### src/sv/dcie_pkg.sv
// ----------------------------------------------------------------------------
// dcie_pkg
// Shared types and constants for the call-frame CIE header parser.
// ----------------------------------------------------------------------------
package dcie_pkg;

    // Parser phase, one per header field
    typedef enum logic [3:0] {
        PH_IDLE,
        PH_LEN,
        PH_EXTLEN,
        PH_ID,
        PH_VER,
        PH_AUG,
        PH_CALIGN,
        PH_DALIGN,
        PH_RETREG,
        PH_AUGLEN,
        PH_SKIP
    } t_phase;

    // Result status codes
    typedef logic [2:0] t_status;
    localparam t_status ST_OK       = 3'd0;
    localparam t_status ST_EXT_BIG  = 3'd1;
    localparam t_status ST_BAD_ID   = 3'd2;
    localparam t_status ST_BAD_VER  = 3'd3;
    localparam t_status ST_EH_AUG   = 3'd4;
    localparam t_status ST_OVERRUN  = 3'd5;

    // Field constants
    localparam logic [31:0] LEN_ESCAPE    = 32'hffff_ffff;
    localparam logic [7:0]  CIE_VERSION   = 8'd1;
    localparam logic [7:0]  CH_Z          = 8'h7a;
    localparam logic [7:0]  CH_E          = 8'h65;
    localparam logic [7:0]  CH_H          = 8'h68;
    localparam logic [5:0]  LEB_STEP      = 6'd7;
    localparam logic [5:0]  LEB_SHIFT_MAX = 6'd35;
    localparam logic [5:0]  LEB_SIGN_MAX  = 6'd21;
    localparam logic [32:0] CNT_MAX       = 33'h1_ffff_ffff;

    // Result payload width: 129 bits of fields padded to whole bytes
    localparam int unsigned OUT_DATA_W = 136;

endpackage

### src/sv/dwarf_cie_header_parser_top.sv
// ----------------------------------------------------------------------------
// dwarf_cie_header_parser_top
// Byte-stream parser for call-frame CIE headers, one result per record.
// ----------------------------------------------------------------------------
// The parser takes one record byte per clock cycle unless stalled, and the
// result of a record leaves through an output register in the cycle after the
// byte that ends the record or raises its first error. Each byte passes once
// through the phase logic (field assembly, LEB128 group merge, length count)
// between the parser state registers and the result register; the input side
// keeps accepting in the cycle that a held result is taken, and stalls only
// when the result register is still full and the sink is not ready. A byte
// with the start flag set begins a new record and drops any record in
// progress; bytes seen while idle without the start flag are discarded.
// ----------------------------------------------------------------------------
module dwarf_cie_header_parser_top (
    input  logic         i_clk,
    input  logic         i_rst_n,
    // Byte stream in
    input  logic         i_s_tvalid,
    output logic         o_s_tready,
    input  logic [7:0]   i_s_tdata,   // [7:0] data_byte
    input  logic         i_s_tuser,   // [0] record_start
    // Header result out
    output logic         o_m_tvalid,
    input  logic         i_m_tready,
    // [31:0] code_align, [63:32] data_align, [64] has_aug_data,
    // [96:65] aug_data_length, [128:97] record_length, [135:129] zero
    output logic [dcie_pkg::OUT_DATA_W-1:0] o_m_tdata,
    output logic [2:0]   o_m_tuser    // [2:0] status
);

    // Parser state
    dcie_pkg::t_phase r_phase, n_phase;
    logic [2:0]       r_idx, n_idx;
    logic [63:0]      r_acc, n_acc;
    logic [5:0]       r_shift, n_shift;
    logic [31:0]      r_len, n_len;
    logic [32:0]      r_cnt, n_cnt;
    logic             r_saw_z, n_saw_z;
    logic             r_prev_e, n_prev_e;
    logic [31:0]      r_code, n_code;
    logic [31:0]      r_data, n_data;
    logic [31:0]      r_aug, n_aug;
    logic [31:0]      r_skip, n_skip;
    logic             n_emit;
    dcie_pkg::t_status n_status;

    // Result register
    logic                           r_out_valid;
    logic [dcie_pkg::OUT_DATA_W-1:0] r_out_data;
    logic [2:0]                     r_out_status;

    logic        w_in_accept;
    logic [7:0]  w_byte;
    logic        w_leb_last;
    logic [31:0] w_leb_add;
    logic [31:0] w_leb_val;
    logic [5:0]  w_leb_nshift;
    logic [31:0] w_sign_fill;

    assign w_byte      = i_s_tdata;
    assign o_s_tready  = !r_out_valid || i_m_tready;
    assign w_in_accept = i_s_tvalid && o_s_tready;

    // Merge one LEB128 group; groups at bit 32 and above drop out
    assign w_leb_last   = !w_byte[7];
    assign w_leb_add    = (r_shift < 6'd32) ? (32'(w_byte[6:0]) << r_shift) : 32'd0;
    assign w_leb_val    = r_acc[31:0] | w_leb_add;
    assign w_leb_nshift = (r_shift < dcie_pkg::LEB_SHIFT_MAX) ?
                          6'(r_shift + dcie_pkg::LEB_STEP) : r_shift;
    assign w_sign_fill  = (w_byte[6] && (r_shift <= dcie_pkg::LEB_SIGN_MAX)) ?
                          (32'hffff_ffff << 6'(r_shift + dcie_pkg::LEB_STEP)) : 32'd0;

    // Next parser state and result for the byte at the input
    always_comb begin
        logic [63:0]       v_acc;
        logic [31:0]       v_word;
        dcie_pkg::t_phase  v_phase;
        dcie_pkg::t_status v_fin;

        n_phase  = r_phase;
        n_idx    = r_idx;
        n_acc    = r_acc;
        n_shift  = r_shift;
        n_len    = r_len;
        n_cnt    = r_cnt;
        n_saw_z  = r_saw_z;
        n_prev_e = r_prev_e;
        n_code   = r_code;
        n_data   = r_data;
        n_aug    = r_aug;
        n_skip   = r_skip;
        n_emit   = 1'b0;
        n_status = dcie_pkg::ST_OK;
        v_acc    = r_acc;
        v_word   = r_acc[31:0];
        v_fin    = dcie_pkg::ST_OK;

        // Start flag: drop any record in progress and begin afresh
        if (i_s_tuser) begin
            n_phase  = dcie_pkg::PH_LEN;
            n_idx    = 3'd0;
            n_acc    = 64'd0;
            n_shift  = 6'd0;
            n_len    = 32'd0;
            n_cnt    = 33'd0;
            n_saw_z  = 1'b0;
            n_prev_e = 1'b0;
            n_code   = 32'd0;
            n_data   = 32'd0;
            n_aug    = 32'd0;
            n_skip   = 32'd0;
        end
        v_phase = n_phase;

        if (v_phase != dcie_pkg::PH_IDLE) begin
            // Count bytes after the length field, saturating
            if (v_phase != dcie_pkg::PH_LEN && v_phase != dcie_pkg::PH_EXTLEN &&
                n_cnt != dcie_pkg::CNT_MAX) begin
                n_cnt = n_cnt + 33'd1;
            end
            v_fin = (n_cnt > {1'b0, n_len}) ? dcie_pkg::ST_OVERRUN : dcie_pkg::ST_OK;

            unique case (v_phase)
                dcie_pkg::PH_LEN, dcie_pkg::PH_ID: begin
                    v_acc = n_acc;
                    v_acc[{n_idx[1:0], 3'b000} +: 8] =
                        v_acc[{n_idx[1:0], 3'b000} +: 8] | w_byte;
                    v_word = v_acc[31:0];
                    n_idx  = n_idx + 3'd1;
                    if (n_idx == 3'd4) begin
                        n_acc = 64'd0;
                        n_idx = 3'd0;
                        if (v_phase == dcie_pkg::PH_ID) begin
                            if (v_word != 32'd0) begin
                                n_emit   = 1'b1;
                                n_status = dcie_pkg::ST_BAD_ID;
                                n_phase  = dcie_pkg::PH_IDLE;
                            end else begin
                                n_phase = dcie_pkg::PH_VER;
                            end
                        end else if (v_word == dcie_pkg::LEN_ESCAPE) begin
                            n_phase = dcie_pkg::PH_EXTLEN;
                        end else begin
                            n_len   = v_word;
                            n_phase = dcie_pkg::PH_ID;
                        end
                    end else begin
                        n_acc = v_acc;
                    end
                end
                dcie_pkg::PH_EXTLEN: begin
                    v_acc = n_acc;
                    v_acc[{n_idx, 3'b000} +: 8] = v_acc[{n_idx, 3'b000} +: 8] | w_byte;
                    if (n_idx == 3'd7) begin
                        n_acc = 64'd0;
                        n_idx = 3'd0;
                        if (v_acc[63:32] != 32'd0) begin
                            n_emit   = 1'b1;
                            n_status = dcie_pkg::ST_EXT_BIG;
                            n_phase  = dcie_pkg::PH_IDLE;
                        end else begin
                            n_len   = v_acc[31:0];
                            n_phase = dcie_pkg::PH_ID;
                        end
                    end else begin
                        n_acc = v_acc;
                        n_idx = n_idx + 3'd1;
                    end
                end
                dcie_pkg::PH_VER: begin
                    if (w_byte != dcie_pkg::CIE_VERSION) begin
                        n_emit   = 1'b1;
                        n_status = dcie_pkg::ST_BAD_VER;
                        n_phase  = dcie_pkg::PH_IDLE;
                    end else begin
                        n_prev_e = 1'b0;
                        n_phase  = dcie_pkg::PH_AUG;
                    end
                end
                dcie_pkg::PH_AUG: begin
                    if (w_byte == 8'd0) begin
                        n_acc   = 64'd0;
                        n_shift = 6'd0;
                        n_phase = dcie_pkg::PH_CALIGN;
                    end else if (r_prev_e && w_byte == dcie_pkg::CH_H) begin
                        n_emit   = 1'b1;
                        n_status = dcie_pkg::ST_EH_AUG;
                        n_phase  = dcie_pkg::PH_IDLE;
                    end else begin
                        if (w_byte == dcie_pkg::CH_Z) begin
                            n_saw_z = 1'b1;
                        end
                        n_prev_e = (w_byte == dcie_pkg::CH_E);
                    end
                end
                dcie_pkg::PH_CALIGN: begin
                    if (w_leb_last) begin
                        n_code  = w_leb_val;
                        n_acc   = 64'd0;
                        n_shift = 6'd0;
                        n_phase = dcie_pkg::PH_DALIGN;
                    end else begin
                        n_acc   = {32'd0, w_leb_val};
                        n_shift = w_leb_nshift;
                    end
                end
                dcie_pkg::PH_DALIGN: begin
                    if (w_leb_last) begin
                        n_data  = w_leb_val | w_sign_fill;
                        n_acc   = 64'd0;
                        n_shift = 6'd0;
                        n_phase = dcie_pkg::PH_RETREG;
                    end else begin
                        n_acc   = {32'd0, w_leb_val};
                        n_shift = w_leb_nshift;
                    end
                end
                dcie_pkg::PH_RETREG: begin
                    if (!r_saw_z) begin
                        n_emit   = 1'b1;
                        n_status = v_fin;
                        n_phase  = dcie_pkg::PH_IDLE;
                    end else begin
                        n_acc   = 64'd0;
                        n_shift = 6'd0;
                        n_phase = dcie_pkg::PH_AUGLEN;
                    end
                end
                dcie_pkg::PH_AUGLEN: begin
                    if (w_leb_last) begin
                        n_aug   = w_leb_val;
                        n_skip  = w_leb_val;
                        n_acc   = 64'd0;
                        n_shift = 6'd0;
                        if (w_leb_val == 32'd0) begin
                            n_emit   = 1'b1;
                            n_status = v_fin;
                            n_phase  = dcie_pkg::PH_IDLE;
                        end else begin
                            n_phase = dcie_pkg::PH_SKIP;
                        end
                    end else begin
                        n_acc   = {32'd0, w_leb_val};
                        n_shift = w_leb_nshift;
                    end
                end
                dcie_pkg::PH_SKIP: begin
                    n_skip = r_skip - 32'd1;
                    if (n_skip == 32'd0) begin
                        n_emit   = 1'b1;
                        n_status = v_fin;
                        n_phase  = dcie_pkg::PH_IDLE;
                    end
                end
                default: begin
                    n_phase = dcie_pkg::PH_IDLE;
                end
            endcase
        end
    end

    // Advance parser state on each accepted transaction
    always_ff @(posedge i_clk) begin
        if (!i_rst_n) begin
            r_phase <= dcie_pkg::PH_IDLE;
            r_idx   <= 3'd0;
            r_shift <= 6'd0;
        end else if (w_in_accept) begin
            r_phase <= n_phase;
            r_idx   <= n_idx;
            r_shift <= n_shift;
        end
    end

    // Hold datapath state; a start byte clears it
    always_ff @(posedge i_clk) begin
        if (w_in_accept) begin
            r_acc    <= n_acc;
            r_len    <= n_len;
            r_cnt    <= n_cnt;
            r_saw_z  <= n_saw_z;
            r_prev_e <= n_prev_e;
            r_code   <= n_code;
            r_data   <= n_data;
            r_aug    <= n_aug;
            r_skip   <= n_skip;
        end
    end

    // Result register: load on a finished record, drop when taken
    always_ff @(posedge i_clk) begin
        if (!i_rst_n) begin
            r_out_valid <= 1'b0;
        end else if (w_in_accept && n_emit) begin
            r_out_valid <= 1'b1;
        end else if (i_m_tready) begin
            r_out_valid <= 1'b0;
        end
    end

    always_ff @(posedge i_clk) begin
        if (w_in_accept && n_emit) begin
            r_out_data   <= {7'd0, n_len, n_aug, n_saw_z, n_data, n_code};
            r_out_status <= n_status;
        end
    end

    assign o_m_tvalid = r_out_valid;
    assign o_m_tdata  = r_out_data;
    assign o_m_tuser  = r_out_status;

    // A new result appears only after an accepted byte
    a_result_from_byte: assert property (@(posedge i_clk) disable iff (!i_rst_n)
        $rose(r_out_valid) |-> $past(w_in_accept))
        else $error("result appeared without an accepted byte");

    // Every result leaves the parser idle
    a_idle_after_result: assert property (@(posedge i_clk) disable iff (!i_rst_n)
        (w_in_accept && n_emit) |=> (r_phase == dcie_pkg::PH_IDLE))
        else $error("parser not idle after a result");

    // LEB128 shift saturates at its ceiling
    a_shift_bound: assert property (@(posedge i_clk) disable iff (!i_rst_n)
        r_shift <= dcie_pkg::LEB_SHIFT_MAX)
        else $error("LEB128 shift out of range");

    // Four-byte fields never index past their last byte
    a_word_index: assert property (@(posedge i_clk) disable iff (!i_rst_n)
        (r_phase == dcie_pkg::PH_LEN || r_phase == dcie_pkg::PH_ID) |-> (r_idx < 3'd4))
        else $error("word byte index out of range");

endmodule
### config.mk
export PLATFORM = sky130hd
export DESIGN_NAME = dwarf_cie_header_parser_top
export DESIGN_NICKNAME = d
export VERILOG_FILES = /design/src/sv/dcie_pkg.sv /design/src/sv/dwarf_cie_header_parser_top.sv
export SDC_FILE = /design/constraint.sdc
export NUM_CORES = 1
export LEC_CHECK = 0
export BUFFER_PORTS_ARGS = -buffer_cell sky130_fd_sc_hd__buf_4
export CAP_MARGIN = 15
export CORE_MARGIN = 10
export CORE_UTILIZATION = 56
export CTS_CLUSTER_DIAMETER = 100
export DETAILED_ROUTE_END_ITERATION = 6
export MAX_ROUTING_LAYER = met4
export PLACE_DENSITY_LB_ADDON = 0.3
export SLEW_MARGIN = 20
export SYNTH_ARGS = -nofsm -noshare
export SYNTH_HDL_FRONTEND = slang
export SYNTH_SLANG_ARGS = --single-unit
export TNS_END_PERCENT = 30
### constraint.sdc
create_clock -name i_clk -period 18 [get_ports i_clk]
set_input_delay 5.4 -clock i_clk [delete_from_list [all_inputs] [get_ports i_clk]]
set_output_delay 5.4 -clock i_clk [all_outputs]
set_load 0.01 [all_outputs]
==> results of run 1 <==
through the flow:
step                util, %  hold slack [ns]  total power (W)  instances  setup WS, ns
CTS                    63.7            0.555          0.00233       2972          6.73
detailed placement     60.1            0.536          0.00139       2890          6.14
floorplan                 -            0.507          0.00129       2310          1.73
finish                 63.7            0.555          0.00234       2980          6.64
global placement       60.1            0.528          0.00139       2889          6.25
global route           63.7            0.579          0.00239       2978          6.24
flip-flops by register name, indices dropped and copies added, names as in the netlist:
register,count
r_aug,32
o_m_tuser,3
r_shift,6
r_data,32
o_m_tdata,129
r_idx,3
r_phase,4
r_saw_z,1
r_skip,32
o_m_tvalid,1
r_cnt,33
r_prev_e,1
r_acc,64
r_code,32
r_len,32
final cells by class:
class                           instances  share of cell area (%)
Inverter                               64                   0.940
Timing Repair Buffer                  189                    5.33
Clock buffer                           50                    4.30
Antenna cell                            8                  0.0752
Multi-Input combinational cell       1693                    40.3
Tap cell                              539                    2.53
Clock inverter                         32                    1.34
Sequential cell                       405                    45.2
metal layers:
layer  vias up  part of all wire (%)  global-route usage, %
met5         -                     0                      -
met4         0                   5.3                   16.1
met3       287                    11                   7.08
met2      1491                    45                   50.8
met1     10200                    39                   43.2
li1       9074                     -                      -
cells in the mapped netlist (all sizes together) (30+ instances only):
library cell and number:
o21ai 231, ha 52, a22oi 48, a21oi 117
o221ai 52, nor3 54, edfxtp 391, clkbuf 105
mux2 30, nand4 32, inv 63, buf 43
a22o 35, nand3 81, nor2b 52, nor4 39
nand2 246, mux2i 39, xnor2 35, nor2 178
a31oi 40, xor2 30
path summary, 6_finish.rpt:
kind,from,endpoint,slack [ns],cells after the start
setup / recovery,i_s_tuser,o_m_tdata[59],6.64,15
hold / removal,r_aug[17],o_m_tdata[82],0.55,1
setup reg to reg,r_idx[1],o_m_tdata[59],11.31,12
hold reg to reg,r_aug[17],o_m_tdata[82],0.55,1
cells by family after synthesis:
logic type / share of synthesized area (%)
simple gates: 16.7
buf+inv: 3.86
fa+ha+maj: 2.76
mux: 3.60
flops: 51.0
compound gates: 19.7
xor+xnor: 2.42
other cells: 0.0159
critical path, cell delays in order:
cell and delay, ns:
buf_4 0.27, nor2b_1 0.75, inv_2 0.22, ha_1 0.31, ha_1 0.38, or4b_1 0.50
or4_1 0.46, o21ai_0 0.20, o21a_1 0.24, a211oi_1 0.06, nand2_1 0.14, o211ai_1 0.30
a41oi_4 0.67, buf_4 0.68, buf_4 0.77
power breakdown:
| part | total, W | internal, W | switching [W] |
|---|---|---|---|
| Combinational | 0.000273 | 0.0000781 | 0.000195 |
| Sequential | 0.00112 | 0.00108 | 0.0000369 |
| Clock | 0.000947 | 0.000550 | 0.000397 |
==> results.sh, run 1 <==
export IMPL_clock_skew_ns=0.0234
export IMPL_ys_types=97
export IMPL_peakVddDrop_mv=0.0719
export IMPL_grt_pass1_wl_microns=127000
export IMPL_leakage_nw=9.55
export IMPL_finalWirelength_microns=85600
export IMPL_worstPathRequired_ns=18.21
export IMPL_crit_arrival_ns=11.57
export IMPL_yosys_most_used_dff="edfxtp_1"
export IMPL_hp_class="reg -> reg"
export IMPL_area_growth_pct=13.0
export IMPL_synthCells=2304
export IMPL_gp_congestion=1.04
export IMPL_die_area_sq_mm=0.0507
export IMPL_io_buffers=146
export IMPL_design_area_sq_mm=0.0266
export IMPL_hold_viol=0
export IMPL_violations="design-rule violations"
export IMPL_firstDrtPassIters=7
export IMPL_die_y_microns=225
export IMPL_clock_latency_ns=0.60
export IMPL_regArea_sq_mm=0.0120
export IMPL_nFillCells=3313
export IMPL_grt_max_degree=125
export IMPL_rsz0062_at_grt="no"
export IMPL_htree_levels=2
export IMPL_final_cell_mix="391 x edfxtp_1, 244 x nand2_1, 201 x o21ai_0"
export IMPL_antenna_found_initial=5
export IMPL_viasPerCell=7.05
export IMPL_ys_seq_area_share_pct=51.0
export IMPL_synthArstFlopShare_pct=0
export IMPL_netlist_area_sq_mm=0.0236
export IMPL_drtAntennaViolNets=0
export IMPL_cts_buffer_depth=3
export IMPL_dp_hpwl_microns=60200
export IMPL_num_vias=21000
export IMPL_cts_tree="done"
export IMPL_power_density_mw_per_mm2=87.8
export IMPL_fin_setup_tns_ns=0
export IMPL_layout_commonest_cell="edfxtp_1"
export IMPL_grt_overflow_total=0
export IMPL_status="finished with violations"
export IMPL_root_buffer="clkbuf_16"
export IMPL_cp_start_kind="input port"
export IMPL_synth_seq_cells=405
export IMPL_multi_input_area_sq_mm=0.0107
export IMPL_cts_resized=0
export IMPL_period_share_pct=63.1
export IMPL_num_rows=75
export IMPL_path_class="in -> reg"
export IMPL_fin_nets=2463
export IMPL_avgSynthCellArea_sq_um=10.2
export IMPL_fmax_ghz=0.0880
export IMPL_clkTransAtPathRegs_ns=0.06
export IMPL_drive_above_1_share_pct=14.3
export IMPL_fin_crit_ns=11.36
export IMPL_core_area_sq_mm=0.0418
export IMPL_relSlewSlack_pct=15.0
export IMPL_start_util_pct=56.4
export IMPL_ys_warnings_count=0
export IMPL_synth_edff_count=391
export IMPL_worstPathMaxFanout=65
export IMPL_worst_slew_pin_slew_ns=1.28
export IMPL_hold_buffers=0
export IMPL_initialDrtViolationCount=3218
export IMPL_endpoint_kind="register"
export IMPL_placed_area_sq_mm=0.0251
export IMPL_wl_per_cell_microns=28.7
export IMPL_drcViolationCount=6
export IMPL_io_pins=154
export IMPL_synth_area_leaders="edfxtp_1 50%, o21ai_0 4.3%, nand2_1 3.9%, ha_1 2.8%, nor2_1 2.7%"
export IMPL_max_cap_violations=0
export IMPL_synth_top_area_share_pct=49.8
export IMPL_die_x_microns=225
export IMPL_yosys_area_top_type="edfxtp_1"
export IMPL_grtUsageTotal_pct=33.8
export IMPL_setup_violations_final=0
export IMPL_numCtsBuffers=45
export IMPL_final_max_slew_viol_count=0
export IMPL_cts_sinks=405
export IMPL_grt_pass1_vias=19400
export IMPL_post_cts_setup_buffer_count=0
Note: power is estimated with default switching activity, not from simulation.
==> run 2: changes to the inputs <==
clock period = 11.32 ns   (was 18 ns; I/O delays follow)
==> results.sh, run 2 (synthesis gave the netlist of run 1 again) <==
export IMPL_die_x_microns=225
export IMPL_num_vias=20900
export IMPL_drcViolationCount=0
export IMPL_hold_buffers=0
export IMPL_io_pins=154
export IMPL_final_max_slew_viol_count=0
export IMPL_power_density_mw_per_mm2=137
export IMPL_wl_per_cell_microns=29.0
export IMPL_firstDrtPassIters=6
export IMPL_final_cell_mix="391 x edfxtp_1, 244 x nand2_1, 201 x o21ai_0, 201 x buf_4, 169 x nor2_1"
export IMPL_worst_slew_pin_slew_ns=1.23
export IMPL_grtUsageTotal_pct=34.3
export IMPL_relSlewSlack_pct=17.8
export IMPL_endpoint_kind="register"
export IMPL_cp_cell_sequence="buf_4 -> nor2b_1 -> inv_2 -> ha_1 -> ha_1 -> nand3b_1 -> nor4_1 -> o32ai_1 -> a21oi_1 -> nor4b_1 -> nand2_1 -> o211ai_1 -> a41oi_4 -> buf_12 -> o21a_1"
export IMPL_wl_met1_microns=33800
export IMPL_hp_class="reg -> reg"
export IMPL_max_stage_delay_ns=0.78
export IMPL_fin_crit_ns=8.68
export IMPL_grt_pass1_vias=19500
export IMPL_hold_viol=0
export IMPL_cts_resized=0
export IMPL_die_y_microns=225
export IMPL_leakage_nw=9.57
export IMPL_cts_tree="done"
export IMPL_r2r_setup_slack_ns=5.13
export IMPL_fin_nets=2475
export IMPL_viasPerCell=6.99
export IMPL_htree_levels=2
export IMPL_layout_commonest_cell="edfxtp_1"
export IMPL_setup_violations_final=0
export IMPL_fin_setup_tns_ns=0
export IMPL_cts_sinks=405
export IMPL_period_share_pct=76.7
export IMPL_worstPathMaxFanout=117
export IMPL_wl_met3_microns=9420
export IMPL_cts_buffer_depth=3
export IMPL_io_buffers=146
export IMPL_antenna_found_initial=3
export IMPL_grt_pass1_wl_microns=128000
export IMPL_rsz0062_at_grt="no"
export IMPL_power_w=0.00366
export IMPL_dr_max_layer_used="met4"
export IMPL_cp_start_kind="input port"
export IMPL_crit_arrival_ns=9.16
export IMPL_largest_reg_flops=129
export IMPL_die_area_sq_mm=0.0507
export IMPL_peakVddDrop_mv=0.128
export IMPL_area_growth_pct=13.1
export IMPL_grt_overflow_total=0
export IMPL_clock_skew_ns=0.0207
export IMPL_clock_latency_ns=0.59
export IMPL_post_cts_setup_buffer_count=0
export IMPL_core_area_sq_mm=0.0418
export IMPL_start_util_pct=56.4
export IMPL_status="finished, final reports clean"
export IMPL_wl_met2_microns=38900
export IMPL_path_class="in -> reg"
export IMPL_worstPathRequired_ns=11.80
export IMPL_dp_hpwl_microns=60700
export IMPL_grt_max_degree=166
export IMPL_numCtsBuffers=43
export IMPL_finalWirelength_microns=86500
export IMPL_path_common_cell="ha_1"
export IMPL_drive_above_1_share_pct=14.5
export IMPL_initialDrtViolationCount=2894
export IMPL_gp_congestion=1.09
export IMPL_max_cap_violations=0
export IMPL_clkTransAtPathRegs_ns=0.06
export IMPL_num_rows=75
export IMPL_drtAntennaViolNets=0
export IMPL_root_buffer="clkbuf_16"
export IMPL_fmax_ghz=0.115
export IMPL_crit_slowest_cell="nor2b_1"
-- run 2: changes by cell type in the layout (fill, tap and decap cells not counted), moves of 2 or more --
cell | before | now
inv_8 | 2 | 0
clkinvlp_4 | 0 | 5
clkbuf_16 | 45 | 43
buf_4 | 189 | 201
buf_12 | 0 | 2
clkinv_4 | 4 | 1
diode_2 | 8 | 3
-- run 2: final cells by class --
| type | count | area (sq um) |
|---|---|---|
| Inverter | 64 | 246 |
| Fill cell | 3341 | 15100 |
| Clock buffer | 48 | 1090 |
| Antenna cell | 3 | 7.51 |
| Tap cell | 539 | 674 |
| Clock inverter | 30 | 333 |
| Timing Repair Buffer | 203 | 1550 |
| Multi-Input combinational cell | 1693 | 10700 |
| Sequential cell | 405 | 12000 |
-- run 2: worst paths after layout --
path         startpoint          to  cells after the start
max           i_s_tuser  o_m_tvalid                     15
min           r_aug[12]   r_aug[12]                      1
max reg2reg    r_idx[0]  o_m_tvalid                     15
min reg2reg   r_aug[12]   r_aug[12]                      1
-- run 2: through the flow --
| step | std cells | area (sq um) | setup WS, ns | utilization (%) | hold slack [ns] |
|---|---|---|---|---|---|
| after floorplan | 2310 | 23600 | 1.18 | - | 0.507 |
| after global placement | 2904 | 25200 | 2.32 | 60.4 | 0.528 |
| after detailed placement | 2904 | 25200 | 2.12 | 60.4 | 0.538 |
| after CTS | 2982 | 26600 | 2.73 | 63.8 | 0.553 |
| after global routing | 2985 | 26600 | 2.25 | 63.8 | 0.579 |
| final | 2985 | 26600 | 2.64 | 63.8 | 0.554 |
-- run 2: routing by layer --
layer  up-vias  GRT usage, %
met4         0          15.6
met2      1407          51.5
met3       228          7.33
li1       9070             -
met1     10200          44.1
met5         -             -
-- run 2: where the power goes --
group | leakage [nW] | internal, W | switching (W)
clock | 0.688 | 0.000821 | 0.000630
combinational | 4.91 | 0.000129 | 0.000310
sequential | 3.97 | 0.00172 | 0.0000552
total | 9.57 | 0.00267 | 0.000995
-- run 2: worst max-delay path: cells and delay by family --
| kind | cells | cell delay, ns |
|---|---|---|
| compound gates | 5 | 1.78 |
| simple gates | 5 | 2.20 |
| buf+inv | 3 | 0.90 |
| fa+ha+maj | 2 | 0.64 |
